### src/design/bpd_pkg.sv
// Package for the bounded positional deque: command and status codes and
// the control record passed from the command decoder to the cell row.
// No dependencies.
`timescale 1ns / 1ps

package bpd_pkg;

	typedef enum logic [2:0] {
		CMD_PUSH_FRONT = 3'd0,
		CMD_PUSH_BACK  = 3'd1,
		CMD_POP_FRONT  = 3'd2,
		CMD_POP_BACK   = 3'd3,
		CMD_INSERT_AT  = 3'd4,
		CMD_ERASE_AT   = 3'd5,
		CMD_CLEAR      = 3'd6,
		CMD_READ_AT    = 3'd7
	} cmd_t;

	typedef enum logic [1:0] {
		ST_OK     = 2'd0,
		ST_BADPOS = 2'd1,
		ST_FULL   = 2'd2,
		ST_EMPTY  = 2'd3
	} status_t;

	localparam int CMD_W    = 3;
	localparam int VALUE_W  = 32;
	localparam int POS_W    = 5;
	localparam int STATUS_W = 2;
	localparam int COUNT_W  = 5;

	// ins: open a gap at the index and load the word there
	// del: close the gap at the index; take: the word at the index is returned
	typedef struct packed {
		status_t status;
		logic    ins;
		logic    del;
		logic    clr;
		logic    take;
	} ctrl_t;

endpackage

### src/design/bpd_decode.sv
// Command decoder: checks the request against the held count and yields
// the status, the cell operation and the index it acts on.
// Depends on bpd_pkg.
`timescale 1ns / 1ps

module bpd_decode #(
	parameter int DEPTH = 16,
	localparam int CW = $clog2(DEPTH + 1),
	localparam int XW = (CW > bpd_pkg::POS_W) ? CW : bpd_pkg::POS_W
) (
	input  bpd_pkg::cmd_t             command,
	input  logic [bpd_pkg::POS_W-1:0] position,
	input  logic [CW-1:0]             cnt,
	output bpd_pkg::ctrl_t            ctrl,
	output logic [XW-1:0]             idx
);
	import bpd_pkg::*;

	logic [XW-1:0] cnt_x;
	logic [XW-1:0] pos_x;
	logic          full;
	logic          empty;

	assign cnt_x = XW'(cnt);
	assign pos_x = XW'(position);
	assign full  = (cnt_x == XW'(DEPTH));
	assign empty = (cnt_x == '0);

	always_comb begin
		ctrl = '{status: ST_OK, ins: 1'b0, del: 1'b0, clr: 1'b0, take: 1'b0};
		idx  = '0;
		case (command)
			CMD_PUSH_FRONT, CMD_PUSH_BACK: begin
				idx = (command == CMD_PUSH_BACK) ? cnt_x : '0;
				if (full) ctrl.status = ST_FULL;
				else ctrl.ins = 1'b1;
			end
			CMD_POP_FRONT, CMD_POP_BACK: begin
				idx = (command == CMD_POP_BACK) ? cnt_x - XW'(1) : '0;
				if (empty) begin
					ctrl.status = ST_EMPTY;
				end else begin
					ctrl.del  = 1'b1;
					ctrl.take = 1'b1;
				end
			end
			CMD_INSERT_AT: begin
				idx = pos_x;
				// position checked before fullness
				if (pos_x > cnt_x) ctrl.status = ST_BADPOS;
				else if (full) ctrl.status = ST_FULL;
				else ctrl.ins = 1'b1;
			end
			CMD_ERASE_AT, CMD_READ_AT: begin
				idx = pos_x;
				if (empty) begin
					ctrl.status = ST_EMPTY;
				end else if (pos_x >= cnt_x) begin
					ctrl.status = ST_BADPOS;
				end else begin
					ctrl.del  = (command == CMD_ERASE_AT);
					ctrl.take = 1'b1;
				end
			end
			CMD_CLEAR: begin
				ctrl.clr = 1'b1;
			end
			default: begin
				ctrl.status = ST_OK;
			end
		endcase
	end

endmodule

### src/design/bpd_cell_row.sv
// Row of word cells kept packed from the front, with the held count. Each
// cell picks hold, load or take-from-neighbour; also gives the word at the
// index and the front and back words as they will be after the update.
// Depends on bpd_pkg.
`timescale 1ns / 1ps

module bpd_cell_row #(
	parameter int DEPTH = 16,
	parameter int DATA_WIDTH = 32,
	localparam int CW = $clog2(DEPTH + 1),
	localparam int XW = (CW > bpd_pkg::POS_W) ? CW : bpd_pkg::POS_W
) (
	input  logic                         clk,
	input  logic                         arst_n,
	input  logic                         load,
	input  bpd_pkg::ctrl_t               ctrl,
	input  logic [XW-1:0]                idx,
	input  logic signed [DATA_WIDTH-1:0] word,
	output logic [CW-1:0]                cnt_q,
	output logic [CW-1:0]                cnt_d,
	output logic signed [DATA_WIDTH-1:0] read_word,
	output logic signed [DATA_WIDTH-1:0] front_word,
	output logic signed [DATA_WIDTH-1:0] back_word
);
	import bpd_pkg::*;

	localparam int AW = $clog2(DEPTH);

	logic signed [DATA_WIDTH-1:0] cells_q [DEPTH];
	logic signed [DATA_WIDTH-1:0] cells_d [DEPTH];
	logic [AW-1:0]                back_idx;
	logic                         back_shrinks;
	logic                         at_back;

	// per cell: hold below idx, shift by one at/above; insert loads word at idx
	for (genvar i = 0; i < DEPTH; i++) begin : g_cell
		always_comb begin
			cells_d[i] = cells_q[i];
			if (ctrl.ins && XW'(i) == idx) begin
				cells_d[i] = word;
			end else if (ctrl.ins && XW'(i) > idx) begin
				if (i > 0) cells_d[i] = cells_q[(i > 0) ? i - 1 : 0];
			end else if (ctrl.del && XW'(i) >= idx) begin
				if (i < DEPTH - 1) cells_d[i] = cells_q[(i < DEPTH - 1) ? i + 1 : i];
			end
		end

		// contents undefined until written; never read beyond the count
		always_ff @(posedge clk) begin
			if (load) cells_q[i] <= cells_d[i];
		end
	end

	always_comb begin
		cnt_d = cnt_q;
		if (ctrl.clr) cnt_d = '0;
		else if (ctrl.ins) cnt_d = cnt_q + CW'(1);
		else if (ctrl.del) cnt_d = cnt_q - CW'(1);
	end

	always_ff @(posedge clk or negedge arst_n) begin
		if (!arst_n) cnt_q <= '0;
		else if (load) cnt_q <= cnt_d;
	end

	// reads come from the current cells, adjusted for the pending shift
	assign at_back      = (idx == XW'(cnt_q) - XW'(1));
	assign back_shrinks = ctrl.del && at_back;
	assign back_idx     = AW'(cnt_q) - AW'(1) - AW'(back_shrinks);

	always_comb begin
		read_word = '0;
		if (ctrl.take) read_word = cells_q[idx[AW-1:0]];

		front_word = cells_q[0];
		if (ctrl.ins && idx == '0) front_word = word;
		else if (ctrl.del && idx == '0) front_word = cells_q[1];

		back_word = cells_q[back_idx];
		if (ctrl.ins && idx == XW'(cnt_q)) back_word = word;

		if (cnt_d == '0) begin
			front_word = '0;
			back_word  = '0;
		end
	end

endmodule

### src/design/bounded_positional_deque.sv
// Top level of the bounded positional deque: input register, command
// decoder, cell row and result register with stream handshakes.
// Depends on bpd_pkg, bpd_decode and bpd_cell_row.
//
//  port group  dir  tdata fields (lsb first)                tuser
//  s_*         in   value[31:0], position[36:32]            command
//  m_*         out  read_value[31:0], front_value[63:32],   status
//                   back_value[95:64], entry_count[100:96],
//                   is_empty[101]
//
// One command per clock unless the result is stalled; a taken request waits in the
// input register, and the cell update and the result register then load together.
// The cells, the count and the result all load in the same edge, so the
// next command sees the updated list with no bubble.
// Reset clears the count and both valid flags; cell contents stay as
// they are and are never read before being written.
// A stalled result holds the input register, which then holds s_tready low.
`timescale 1ns / 1ps

module bounded_positional_deque #(
	parameter int DEPTH = 16,
	parameter int DATA_WIDTH = 32
) (
	input  logic                             clk,
	input  logic                             arst_n,
	input  logic                             s_tvalid,
	output logic                             s_tready,
	input  logic [39:0]                      s_tdata,  // value, position
	input  logic [bpd_pkg::CMD_W-1:0]        s_tuser,  // command
	output logic                             m_tvalid,
	input  logic                             m_tready,
	output logic [103:0]                     m_tdata,  // read_value, front_value,
	                                                   // back_value, entry_count, is_empty
	output logic [bpd_pkg::STATUS_W-1:0]     m_tuser   // status
);
	import bpd_pkg::*;

	localparam int CW = $clog2(DEPTH + 1);
	localparam int XW = (CW > POS_W) ? CW : POS_W;

	logic                       v_s1;
	cmd_t                       cmd_s1;
	logic signed [VALUE_W-1:0]  value_s1;
	logic [POS_W-1:0]           pos_s1;

	logic                       v_s2;
	status_t                    status_s2;
	logic [VALUE_W-1:0]         read_s2;
	logic [VALUE_W-1:0]         front_s2;
	logic [VALUE_W-1:0]         back_s2;
	logic [COUNT_W-1:0]         count_s2;
	logic                       empty_s2;

	logic                       advance;
	ctrl_t                      ctrl;
	logic [XW-1:0]              idx;
	logic [CW-1:0]              cnt_q;
	logic [CW-1:0]              cnt_d;
	logic signed [DATA_WIDTH-1:0] word;
	logic signed [DATA_WIDTH-1:0] read_word;
	logic signed [DATA_WIDTH-1:0] front_word;
	logic signed [DATA_WIDTH-1:0] back_word;

	assign advance  = v_s1 && (!v_s2 || m_tready);
	assign s_tready = !v_s1 || advance;

	always_ff @(posedge clk or negedge arst_n) begin
		if (!arst_n) begin
			v_s1 <= 1'b0;
			v_s2 <= 1'b0;
		end else begin
			if (s_tready) v_s1 <= s_tvalid;
			if (advance) v_s2 <= 1'b1;
			else if (m_tready) v_s2 <= 1'b0;
		end
	end

	always_ff @(posedge clk) begin
		if (s_tvalid && s_tready) begin
			cmd_s1   <= cmd_t'(s_tuser);
			value_s1 <= s_tdata[VALUE_W-1:0];
			pos_s1   <= s_tdata[VALUE_W+POS_W-1:VALUE_W];
		end
	end

	// low bits kept, sign-extended when cells are wider than the port
	assign word = DATA_WIDTH'(value_s1);

	bpd_decode #(.DEPTH(DEPTH)) u_decode (
		.command  (cmd_s1),
		.position (pos_s1),
		.cnt      (cnt_q),
		.ctrl     (ctrl),
		.idx      (idx)
	);

	bpd_cell_row #(.DEPTH(DEPTH), .DATA_WIDTH(DATA_WIDTH)) u_cells (
		.clk        (clk),
		.arst_n     (arst_n),
		.load       (advance),
		.ctrl       (ctrl),
		.idx        (idx),
		.word       (word),
		.cnt_q      (cnt_q),
		.cnt_d      (cnt_d),
		.read_word  (read_word),
		.front_word (front_word),
		.back_word  (back_word)
	);

	always_ff @(posedge clk) begin
		if (advance) begin
			status_s2 <= ctrl.status;
			read_s2   <= VALUE_W'(read_word);
			front_s2  <= VALUE_W'(front_word);
			back_s2   <= VALUE_W'(back_word);
			count_s2  <= COUNT_W'(cnt_d);
			empty_s2  <= (cnt_d == '0);
		end
	end

	assign m_tvalid = v_s2;
	assign m_tuser  = status_s2;
	assign m_tdata  = {2'b00, empty_s2, count_s2, back_s2, front_s2, read_s2};

	// count never runs past the capacity
	a_cnt_bound: assert property (@(posedge clk) disable iff (!arst_n)
		cnt_q <= CW'(DEPTH))
		else $error("held count above capacity");

	// a result reporting full belongs to a list that is full
	a_full_status: assert property (@(posedge clk) disable iff (!arst_n)
		(v_s2 && status_s2 == ST_FULL) |-> (cnt_q == CW'(DEPTH)))
		else $error("full status with spare capacity");

	// an accepted insertion grows the list by exactly one
	a_ins_grows: assert property (@(posedge clk) disable iff (!arst_n)
		(advance && ctrl.ins) |=> (cnt_q == $past(cnt_q) + CW'(1)))
		else $error("insertion did not grow the count");

	// a rejected command leaves the count alone
	a_reject_holds: assert property (@(posedge clk) disable iff (!arst_n)
		(advance && ctrl.status != ST_OK) |=> $stable(cnt_q))
		else $error("rejected command changed the count");

endmodule

### config.mk
export PLATFORM = sky130hd
export DESIGN_NAME = bounded_positional_deque
export DESIGN_NICKNAME = d
export VERILOG_FILES = /design/src/design/bpd_pkg.sv /design/src/design/bpd_decode.sv /design/src/design/bpd_cell_row.sv /design/src/design/bounded_positional_deque.sv
export SDC_FILE = /design/constraint.sdc
export NUM_CORES = 2
export LEC_CHECK = 0
export ABC_AREA = 1
export BUFFER_PORTS_ARGS = -buffer_cell sky130_fd_sc_hd__buf_2
export CAP_MARGIN = 20
export CORE_MARGIN = 3
export CORE_UTILIZATION = 44
export CTS_CLUSTER_DIAMETER = 100
export DETAILED_ROUTE_END_ITERATION = 12
export RECOVER_POWER = 25
export SLEW_MARGIN = 20
export SYNTH_ARGS = -nofsm -noshare
export SYNTH_HDL_FRONTEND = slang
export SYNTH_SLANG_ARGS = --single-unit
### constraint.sdc
create_clock -name clk -period 7.17 [get_ports clk]
set_input_delay 1.7925 -clock clk [delete_from_list [all_inputs] [get_ports clk]]
set_output_delay 1.7925 -clock clk [all_outputs]
set_load 0.01 [all_outputs]
==> flow_summary_export.csv <==
group,metric,value,unit
outcome,outcome,"finished with violations",
outcome,failed_checks,"capacitance limit, slew limit",
clock_tree,h-tree-depth,3,
timing,period_minus_slack,5.50,ns
yosys,synth_top_area_cell,"edfxtp_1",
clock_tree,post_cts_buffers,0,
finish,area.growth.synth_to_final,8.60,%
power,p_per_area,436,nW/um^2
critical_path,timing.rr.end,"back_s2[5]",
yosys,netlist_instances,5233,
global_routing,antenna_found_initial,1,
floorplanning,initial_utilization,0.446,
run,drv_cap,5,
clock_tree,ctsLongestPathBuffers,3,
global_routing,grt_pass1_wl,246000,microns
critical_path,path_delay_family,"simple AND/OR/NAND/NOR gates",
floorplanning,die_h,314,microns
power,p_seq_frac,0.298,
detailed_routing,routedWlPerCell,26.6,microns
floorplanning,die_w,314,microns
power,p_sw_frac,0.484,
timing,fin_setup_tns,0,ns
clock_tree,cts_tree,"done",
worst_hold_path,min_from,"m_tvalid",
critical_path,critPathSlowestCell,"dfrtp_1",
timing,tightest_slew,3.47,ns
critical_path,end_kind,"flop",
yosys,synth-warning-count,0,
place,place_hpwl,112000,microns
clock_tree,clk_pin_slew,0.06,ns
yosys,synth.top_cell.area_share,0.472,
critical_path,timing.rr.start,"u_cells.cnt_q[1]",
power,clockPowerShare,0.199,
critical_path,path_max_fanout,122,
clock_tree,cts.repair.resized,0,
global_routing,grt_pass1_vias,35564,
yosys,synth_top_flop_cell,"edfxtp_1",
power,combPwrFrac,0.502,
power,total_leakage_power,17.5,nW
floorplanning,core.rowCount,112,
critical_path,path_common_cell,"inv_1",
timing,fin_crit_sh,0.767,
critical_path,crit_type,"flop to flop",
detailed_routing,vias_per_cell,6.30,
critical_path,critical_path.max_stage_delay,0.52,ns
timing,rsz0062_at_grt,"no",
yosys,syn_area_per_cell,7.97,sq um
yosys,ys_top_cells_by_area,"edfxtp_1, nand2_1, o21ai_0, nand3_1, a21oi_1",
timing,fmax,182,MHz
critical_path,r2r_slack,1.67,ns
finish,antenna_cells,0,
global_routing,grt_max_degree,183,
place,portBuffers,149,
yosys,yosysUniqueCellTypes,46,
global_routing,grt_use_total,0.333,
global_routing,overflow,0,
clock_tree,cts_inserted_buffers,80,
critical_path,cp-start-kind,"flop",
power,ir_drop,0.000510,V
critical_path,worst_ep_required_time,7.58,ns
detailed_routing,drc,0,
clock_tree,hold_buffers,0,
critical_path,critPathLaunch,"u_cells.cnt_q[1]",
detailed_routing,drtAntennaViolNets,0,
floorplanning,ios,155,
power,internal_power,10.2,mW
yosys,synth_edf_count,656,
worst_hold_path,worstHoldEndpoint,"m_tvalid",
critical_path,crit_buf_inv,6,
critical_path,crit_chain,"inv_1, ha_1, inv_1, nand2_1, nand3_2, xor2_1, nor4_1, o211ai_1, ha_4, inv_1, ha_4, buf_12, buf_4, o21ai_0, o21ai_0, nor2_1, o22ai_1, nand2_1, nand2_1, inv_1, nor2_1",
finish,nets,5156,
yosys,ys_seq_elements,663,
critical_path,cp.arrival,5.91,ns
worst_hold_path,hold_path_class,"flop to flop",
timing,hold_violations,0,
yosys,async_flop_share,0.0106,
clock_tree,clock-sinks,663,
clock_tree,clock_latency,0.67,ns
timing,setup_violations,0,
timing,relSlewSlack,-1.31,
place,gp_congestion,0.918,
yosys,syn_area,41700,sq um
floorplanning,core-area,93600,sq um
detailed_routing,dr.pass1.iters,8,
detailed_routing,routed_wl,171000,microns
detailed_routing,drtIter0Drc,6899,
worst_hold_path,whs_path_depth,2,
timing,maxSlewViolCount,204,
finish,drive_above_1_share,0.0667,
power,power.switching,9.56,mW
yosys,seq_area_frac_synth,0.477,
clock_tree,root_buffer,"clkbuf_16",
timing,holdWs,0.543,ns
critical_path,reg2regPathDepth,21,
timing,finClkSkew,0.0342,ns
floorplanning,die_area,98500,sq um
detailed_routing,vias,40403,
[metrics by stage]
stage / cells / area [sq um] / total power [mW] / setup slack [ns] / util
after CTS: 6411 / 45500 / 19.4 / 1.87 / 0.486
after global routing: 6411 / 45300 / 20.6 / 1.43 / 0.484
after floorplan: 5234 / 41700 / 11.8 / 2.08 / -
after detailed placement: 6271 / 43100 / 15.4 / 1.90 / 0.460
final: 6411 / 45300 / 19.7 / 1.67 / 0.484
after global placement: 6269 / 43000 / 15.3 / 1.89 / 0.460
[placed cells by master (no fill, tap or decap), types with 44 or more instances in the layout]
cell type  instances
o22ai_1          119
nor3_1            44
buf_4             82
inv_1            434
nand3_1          448
clkbuf_16         81
edfxtp_1         656
nand2_1         1105
o21ai_0          623
clkbuf_1         136
a21oi_1          344
o21ai_1           79
o211ai_1         210
o221ai_1         123
nor2_1           364
[tightest hold or removal path, delay by kind of cell (launching register included)]
family | cells | cell delay, ns
DFF | 1 | 0.37
and+or+nand+nor | 2 | 0.14
[power by group through the flow]
stage / clock network (mW) / logic (mW) / registers [mW]
3_5_place_dp: 0 / 9.49 / 5.92
3_3_place_gp: 0 / 9.41 / 5.91
6_report: 3.93 / 9.92 / 5.89
4_1_cts: 3.97 / 9.54 / 5.84
5_1_grt: 4.11 / 10.6 / 5.94
2_1_floorplan: 0 / 5.98 / 5.85
[logic make-up after synthesis]
family | count (synthesis) | synth area share
and+or+nand+nor | 2074 | 0.212
other | 1 | 0.0000899
buffers and inverters | 934 | 0.0915
xor gates and xnor gates | 11 | 0.00249
adders and majority gates | 10 | 0.00300
AOI/OAI and AO/OA | 1540 | 0.215
DFF | 663 | 0.477
[metal layers]
layer,vias to the layer above,routed length (microns),global-route usage
met5,-,0,0
met4,0,4790,0.103
met3,303,26800,0.113
met2,3088,67000,0.441
met1,18973,72300,0.505
li1,18039,-,-
[registers in the layout, summed over array words and instances (netlist names)]
name / cells
back_s2: 32
cmd_s1: 3
count_s2: 5
empty_s2: 1
front_s2: 32
m_tuser: 2
m_tvalid: 1
pos_s1: 5
read_s2: 32
u_cells.cells_q: 512
u_cells.cnt_q: 5
v_s1: 1
value_s1: 32
[synthesized netlist by cell type, drive strengths merged, types with 32 or more instances]
cell type  number
inv           460
a21oi         349
nor3           49
o21bai         32
nand2        1127
nand4          35
buf           217
o22ai         119
edfxtp        656
clkbuf        243
nor2          387
o21ai         705
o211ai        210
o221ai        123
nand3         459
[cell type report]
type | instances | area, sq um
clock buffers | 106 | 2130
clock inverters | 34 | 265
well taps | 1254 | 1570
fillers | 9202 | 48300
repair buffers | 243 | 1400
multi-input cells | 3637 | 18300
flip-flops and latches | 663 | 19900
inverters | 474 | 1790
[worst max-delay path by stage]
stage	endpoint	slack, ns	cells after the start
after floorplan	u_cells.cells_q[12][0]	2.08	6
after global placement	back_s2[4]	1.89	19
after detailed placement	back_s2[3]	1.90	21
after CTS	back_s2[20]	1.87	19
after global routing	back_s2[6]	1.43	7
final	back_s2[5]	1.67	21
Power figures use the tool's default switching activity.
